## src/sv/fpa_pkg.sv

```systemverilog
`timescale 1ns / 1ps
// ----------------------------------------------------------------------------
// fpa_pkg - shared types and constants of the q24.8 fixed-point alu
// operation codes, pipeline side-band record and divider stage geometry
// ----------------------------------------------------------------------------
package fpa_pkg;

    localparam int FRAC_BITS_DEF      = 8;
    localparam int DIV_BITS_PER_STAGE = 4;

    typedef enum logic [3:0] {
        OP_ADD      = 4'd0,
        OP_SUB      = 4'd1,
        OP_MUL      = 4'd2,
        OP_DIV      = 4'd3,
        OP_LT       = 4'd4,
        OP_GT       = 4'd5,
        OP_LE       = 4'd6,
        OP_GE       = 4'd7,
        OP_EQ       = 4'd8,
        OP_NE       = 4'd9,
        OP_MIN      = 4'd10,
        OP_MAX      = 4'd11,
        OP_INC      = 4'd12,
        OP_DEC      = 4'd13,
        OP_TO_INT   = 4'd14,
        OP_FROM_INT = 4'd15
    } t_op;

    // which unit supplies the final result
    typedef enum logic [1:0] {
        SEL_SIMPLE = 2'd0,
        SEL_MUL    = 2'd1,
        SEL_DIV    = 2'd2
    } t_sel;

    typedef struct packed {
        logic [31:0] res;
        logic        flag;
        t_sel        sel;
        logic        neg;
    } t_side;

endpackage

```

## src/sv/fpa_div_pipe.sv

```systemverilog
`timescale 1ns / 1ps
// ----------------------------------------------------------------------------
// fpa_div_pipe - pipelined unsigned restoring divider
// four quotient bits per stage, low 32 quotient bits kept, one word per cycle while i_en is high
// ----------------------------------------------------------------------------
module fpa_div_pipe #(
    parameter int NSTG  = 10,
    parameter int DVD_W = 40
) (
    input  logic              i_clk,
    input  logic              i_en,
    input  logic [DVD_W-1:0]  i_dvd,
    input  logic [31:0]       i_dvs,
    output logic [31:0]       o_quo
);
    import fpa_pkg::*;

    logic [31:0]      r_rem [NSTG];
    logic [DVD_W-1:0] r_dvd [NSTG];
    logic [31:0]      r_quo [NSTG];
    logic [31:0]      r_dvs [NSTG];

    for (genvar s = 0; s < NSTG; s++) begin : g_stg
        logic [31:0]      src_rem;
        logic [DVD_W-1:0] src_dvd;
        logic [31:0]      src_quo;
        logic [31:0]      src_dvs;
        logic [31:0]      n_rem;
        logic [DVD_W-1:0] n_dvd;
        logic [31:0]      n_quo;

        if (s == 0) begin : g_first
            assign src_rem = '0;
            assign src_dvd = i_dvd;
            assign src_quo = '0;
            assign src_dvs = i_dvs;
        end else begin : g_next
            assign src_rem = r_rem[s-1];
            assign src_dvd = r_dvd[s-1];
            assign src_quo = r_quo[s-1];
            assign src_dvs = r_dvs[s-1];
        end

        always_comb begin
            logic [32:0] trial;
            n_rem = src_rem;
            n_dvd = src_dvd;
            n_quo = src_quo;
            for (int k = 0; k < DIV_BITS_PER_STAGE; k++) begin
                trial = {n_rem, n_dvd[DVD_W-1]};
                n_dvd = {n_dvd[DVD_W-2:0], 1'b0};
                if (trial >= {1'b0, src_dvs}) begin
                    n_rem = 32'(trial - {1'b0, src_dvs});
                    n_quo = {n_quo[30:0], 1'b1};
                end else begin
                    n_rem = trial[31:0];
                    n_quo = {n_quo[30:0], 1'b0};
                end
            end
        end

        always_ff @(posedge i_clk) begin
            if (i_en) begin
                r_rem[s] <= n_rem;
                r_dvd[s] <= n_dvd;
                r_quo[s] <= n_quo;
                r_dvs[s] <= src_dvs;
            end
        end
    end

    assign o_quo = r_quo[NSTG-1];

endmodule

```

## config.mk

```make
export PLATFORM = sky130hd
export DESIGN_NAME = fpa_div_pipe
export DESIGN_NICKNAME = d
export VERILOG_FILES = /design/src/sv/fpa_pkg.sv /design/src/sv/fpa_div_pipe.sv
export SDC_FILE = /design/constraint.sdc
export NUM_CORES = 2
export LEC_CHECK = 0
export BUFFER_PORTS_ARGS = -buffer_cell sky130_fd_sc_hd__buf_2
export CORE_ASPECT_RATIO = 1.4
export CORE_MARGIN = 5
export CORE_UTILIZATION = 71
export CTS_CLUSTER_DIAMETER = 100
export CTS_CLUSTER_SIZE = 28
export DETAILED_ROUTE_END_ITERATION = 6
export PLACE_DENSITY = 0.95
export SKIP_CTS_REPAIR_TIMING = 1
export SLEW_MARGIN = 15
export SYNTH_ARGS = -nofsm -noshare
export SYNTH_HDL_FRONTEND = slang
export SYNTH_SLANG_ARGS = --single-unit
```

## constraint.sdc

```tcl
create_clock -name i_clk -period 26 [get_ports i_clk]
set_input_delay 2.6 -clock i_clk [delete_from_list [all_inputs] [get_ports i_clk]]
set_output_delay 2.6 -clock i_clk [all_outputs]
set_load 0.02 [all_outputs]
```

### After elaboration in Yosys (flattened, before gate mapping)

Memory sizes are Yosys's and may differ from the RTL's.
Index checks and enable logic that the tools add are counted.

| cells by class | value |
|---|---|
| $lt $le $gt $ge | 40 |
| multiplexer cells | 82 |
| $add $sub $neg | 40 |

Operators with widths:

| kind | number |
|---|---|
| greater-or-equal comparator 33 x 32 -> 1 bit | 39 |
| 2-to-1 mux 32 bit | 40 |
| subtractor 32 bit | 39 |
| 2-to-1 mux 1 bit | 42 |
| greater-or-equal comparator 1 x 32 -> 1 bit | 1 |
| subtractor 1 x 32 -> 32 bit | 1 |

| word-level totals | value |
|---|---|
| register bits | 0 |
| memory bits (writable) | 1320 |
| output and inout port bits | 32 |
| input bits | 74 |
| memories kept | 4 |

Memory list:

| memory | depth | width | rd ports | clocked after memory_dff | wr ports | line | RTL |
|---|---|---|---|---|---|---|---|
| r_dvd | 10 | 36 | 9 | 0 | 10 | fpa_div_pipe.sv:19 | `logic [DVD_W-1:0] r_dvd [NSTG];` |
| r_dvs | 10 | 32 | 9 | 0 | 10 | fpa_div_pipe.sv:21 | `logic [31:0] r_dvs [NSTG];` |
| r_quo | 10 | 32 | 10 | 0 | 10 | fpa_div_pipe.sv:20 | `logic [31:0] r_quo [NSTG];` |
| r_rem | 10 | 32 | 9 | 0 | 10 | fpa_div_pipe.sv:18 | `logic [31:0] r_rem [NSTG];` |

### Longest topological paths before layout

An unclocked memory read counts as a cell.

| logic depth | value |
|---|---|
| depth in word-level cells | 9 |
| depth in mapped cells | 64 |
| depth with buffers taken out | 58 |

### Worst setup path before layout

No wires, ideal clock.

| path | value |
|---|---|
| path type | input to register |
| start | in i_dvs[1] |
| end | mem r_rem[0][23], data pin |
| path buffers | 6 |
| arrival time | 12.891 ns |
| library setup time | 0.260 ns |
| slack | 12.849 ns |
| cell stages on the path | 49 |
| required time | 25.740 ns |
| cells stage by stage | inv_1 clkbuf_1 ha_1 clkbuf_1 a21oi_1 nor3_1 mux2i_1 ha_1 nor2b_1 o21a_1 o21a_1 o211a_1 a31oi_1 o211a_1 nor4_1 o21ai_0 nand2_1 clkbuf_1 (+13 left out) clkbuf_1 o21ai_0 inv_1 ha_1 nor2b_1 o21ai_0 a21boi_0 o31a_1 o2111ai_1 and3_1 nor2_1 a21oi_1 a21oi_1 o21ai_0 a21oi_1 a211oi_2 buf_4 mux2_2 |

RTL lines:

| element | line | RTL |
|---|---|---|
| from (decl) | fpa_div_pipe.sv:13 | `input logic [31:0] i_dvs,` |
| to (decl) | fpa_div_pipe.sv:18 |  |

==> flow_summary_export.csv <==
group,metric,value,unit
drt,wl,354000,um
timing,timing.final.crit_share,0.680,
clock_network,clockBufferDepth,3,
worst_setup_path,critical_path_class,"flip-flop to flip-flop",
yosys,synth-compound-area-share,0.229,
floorplan,die_w,329,um
layout,multi_input_area,0.0706,mm2
place,dpl.hpwl,280000,um
clock_network,path_clk_slew,0.11,ns
global_routing,track_usage,0.453,
yosys,yosys_warnings,0,
yosys,synth_xor_area_frac,0.0858,
yosys,synth_top_family_by_area,"compound AO/OA/AOI/OAI gates",
place,gp_congestion,1.09,
yosys,syn_area,0.101,mm2
yosys,syn_nets,12800,
yosys,synth.area.mux_share,0.0824,
timing,fin_setup_tns,0,ns
worst_setup_path,path_common_cell,"buf_4",
timing,fin_crit,17.67,ns
min_path,min_path_type,"flip-flop to flip-flop",
floorplan,fp.coreArea,0.142,mm2
yosys,synthFlopType,"edfxtp_1",
layout,areaGrowthSynthToFinish,4.00,%
drt,wire_per_inst,26.6,um
drt,dr_total_vias,94200,
yosys,synth_fa_ha_area_frac,0.162,
floorplan,die_h,457,um
floorplan,core.rowCount,164,
place,io_buffers,105,
layout,drive_gt1_frac,0.0834,
layout,fin_nets,12700,
yosys,synthCells,11400,
status,violations,"design-rule violations",
clock_network,cts_made_buffers,44,
yosys,ys_types,102,
timing,relSlewSlack,0.133,
global_routing,grt_pass1_wl,529000,um
drt,firstDrtPassIters,7,
drt,via_per_inst,7.07,
worst_setup_path,r2r_slack,8.33,ns
drt,drtIter0Drc,9836,
yosys,synth_seq_cells,900,
global_routing,grt_max_degree,191,
global_routing,grt_pass1_vias,92200,
worst_setup_path,cp.required,26.46,ns
yosys,synth_edf_count,900,
drt,drc,10,
worst_setup_path,cp_max_fo,35,
floorplan,ios,106,
timing,hold_viol,0,
timing,slew_viol_final,0,
drt,ant_nets,0,
worst_setup_path,arrival,18.13,ns
clock_network,clkSinkCount,900,
clock_network,cts_root_buf,"clkbuf_16",
layout,fill_cells,10600,
worst_setup_path,start_kind,"flip-flop",
yosys,avgSynthCellArea,8.89,um2
worst_setup_path,end_kind,"flip-flop",
timing,clock_skew,0.0422,ns
clock_network,cts_tree,"yes",
timing,rsz0062_at_grt,"false",
clock_network,h-tree-depth,2,
yosys,ys_seq_area_frac,0.267,
clock_network,clk_latency,0.74,ns
worst_setup_path,cpMaxStageDelayCell,"o31ai_1",
run,drv_cap,0,
worst_setup_path,slowest_delay,0.77,ns
layout,seq_area,0.0270,mm2
timing,tightest_slew,1.30,ns
yosys,ys_async_sr_fraction,0,
yosys,synth-simple-area-share,0.135,
timing,setup-violations-final,0,
floorplan,initial_core_util,0.713,
global_routing,antenna_found_initial,15,
global_routing,grt_overflow,0,
status,status,"finished, violations left",
floorplan,die-area,0.150,mm2
timing,fmax,0.0566,GHz
[flip-flops by register name (all words and copies together), names as in the netlist]
| name | flops |
|---|---|
| r_quo | 144 |
| r_dvd | 180 |
| r_rem | 288 |
| r_dvs | 288 |
[final timing paths]
check              startpoint            to  cells past startpoint
setup / recovery  r_dvs[4][1]  r_rem[5][25]                     55
setup reg to reg  r_dvs[4][1]  r_rem[5][25]                     55
hold / removal    r_quo[3][1]   r_quo[4][5]                      0
hold reg to reg   r_quo[3][1]   r_quo[4][5]                      0
[worst max-delay path: cells and delay by family (launching register included)]
kind                       cells  cell delay, ns
and+or+nand+nor                8            1.80
DFF                            1            0.72
AOI/OAI and AO/OA             32            9.31
adders and majority gates      4            1.40
muxes                          4            1.64
buffers and inverters          7            2.45
[through the flow]
stage	hold WS (ns)	cells	setup WS, ns	utilization	area [um2]
after floorplan	0.400	11400	12.85	-	101000
after global placement	0.400	13200	9.52	0.730	104000
after detailed placement	0.405	13200	9.05	0.730	104000
after CTS	0.413	13300	8.98	0.740	105000
after global routing	0.425	13300	7.85	0.741	105000
final	0.413	13300	8.33	0.741	105000
[layer usage]
metal / track usage / vias to the layer above / wire [um]
met3: 0.0888 / 2246 / 29700
li1: - / 42500 / -
met4: 0.471 / 8 / 48200
met5: 0 / - / 62
met1: 0.470 / 43800 / 115000
met2: 0.738 / 5709 / 161000
[logic make-up (layout without fill, tap and decap cells)]
| logic type | Yosys count | count (layout) |
|---|---|---|
| AOI/OAI and AO/OA | 3621 | 3621 |
| buffers and inverters | 1003 | 1006 |
| xor gates and xnor gates | 993 | 993 |
| and+or+nand+nor | 2841 | 2841 |
| adders and majority gates | 1288 | 1288 |
| muxes | 751 | 751 |
| other | 0 | 15 |
| DFF | 900 | 900 |
[cells in the mapped netlist (all sizes together) (112+ instances only)]
master	instances	share of area
nand2	769	0.028
edfxtp	900	0.27
o21ai	741	0.037
nor2b	146	0.0090
nand3	204	0.010
a31oi	112	0.0070
ha	1250	0.15
xnor2	659	0.057
xor2	334	0.029
nand2b	158	0.0098
mux2	654	0.073
nor2	744	0.028
o21bai	166	0.012
nor3	182	0.0090
o21a	203	0.015
a21oi	1072	0.053
nand4	171	0.011
clkbuf	151	0.0056
inv	769	0.029
a21o	607	0.045
[final cells by class]
cell class | count | share of cell area
clock inverters | 19 | 0.00289
flip-flops and latches | 900 | 0.256
inverters | 773 | 0.0276
clock buffers | 45 | 0.0105
well taps | 1909 | 0.0227
diodes | 15 | 0.000356
repair buffers | 169 | 0.0100
multi-input cells | 9494 | 0.670
[placed cells by master, fill, tap and decap left out, types with 38 or more instances in the layout]
master,netlist,final
a211o_1,39,39
a211oi_1,92,92
a21boi_0,61,61
a21o_1,607,607
a21oi_1,1069,1068
a31oi_1,111,111
and2_1,63,63
and3_1,111,111
buf_2,49,104
buf_4,7,61
clkbuf_16,0,44
edfxtp_1,900,900
fa_1,38,38
ha_1,1250,1250
inv_1,761,761
mux2_1,71,71
mux2_2,582,582
mux2i_1,96,94
nand2_1,769,768
nand2b_1,158,158
nand3_1,204,204
nand4_1,171,171
nor2_1,744,744
nor2b_1,146,146
nor3_1,181,181
nor4_1,69,69
o211ai_1,59,59
o21a_1,203,203
o21ai_0,731,728
o21bai_1,166,166
o31ai_1,83,83
or2_2,47,47
or3_1,63,63
xnor2_1,659,659
xor2_1,334,334
Power is left out: the tool's default activity adds up to more than one toggle a clock period on the data nets, which glitch-free logic cannot reach.
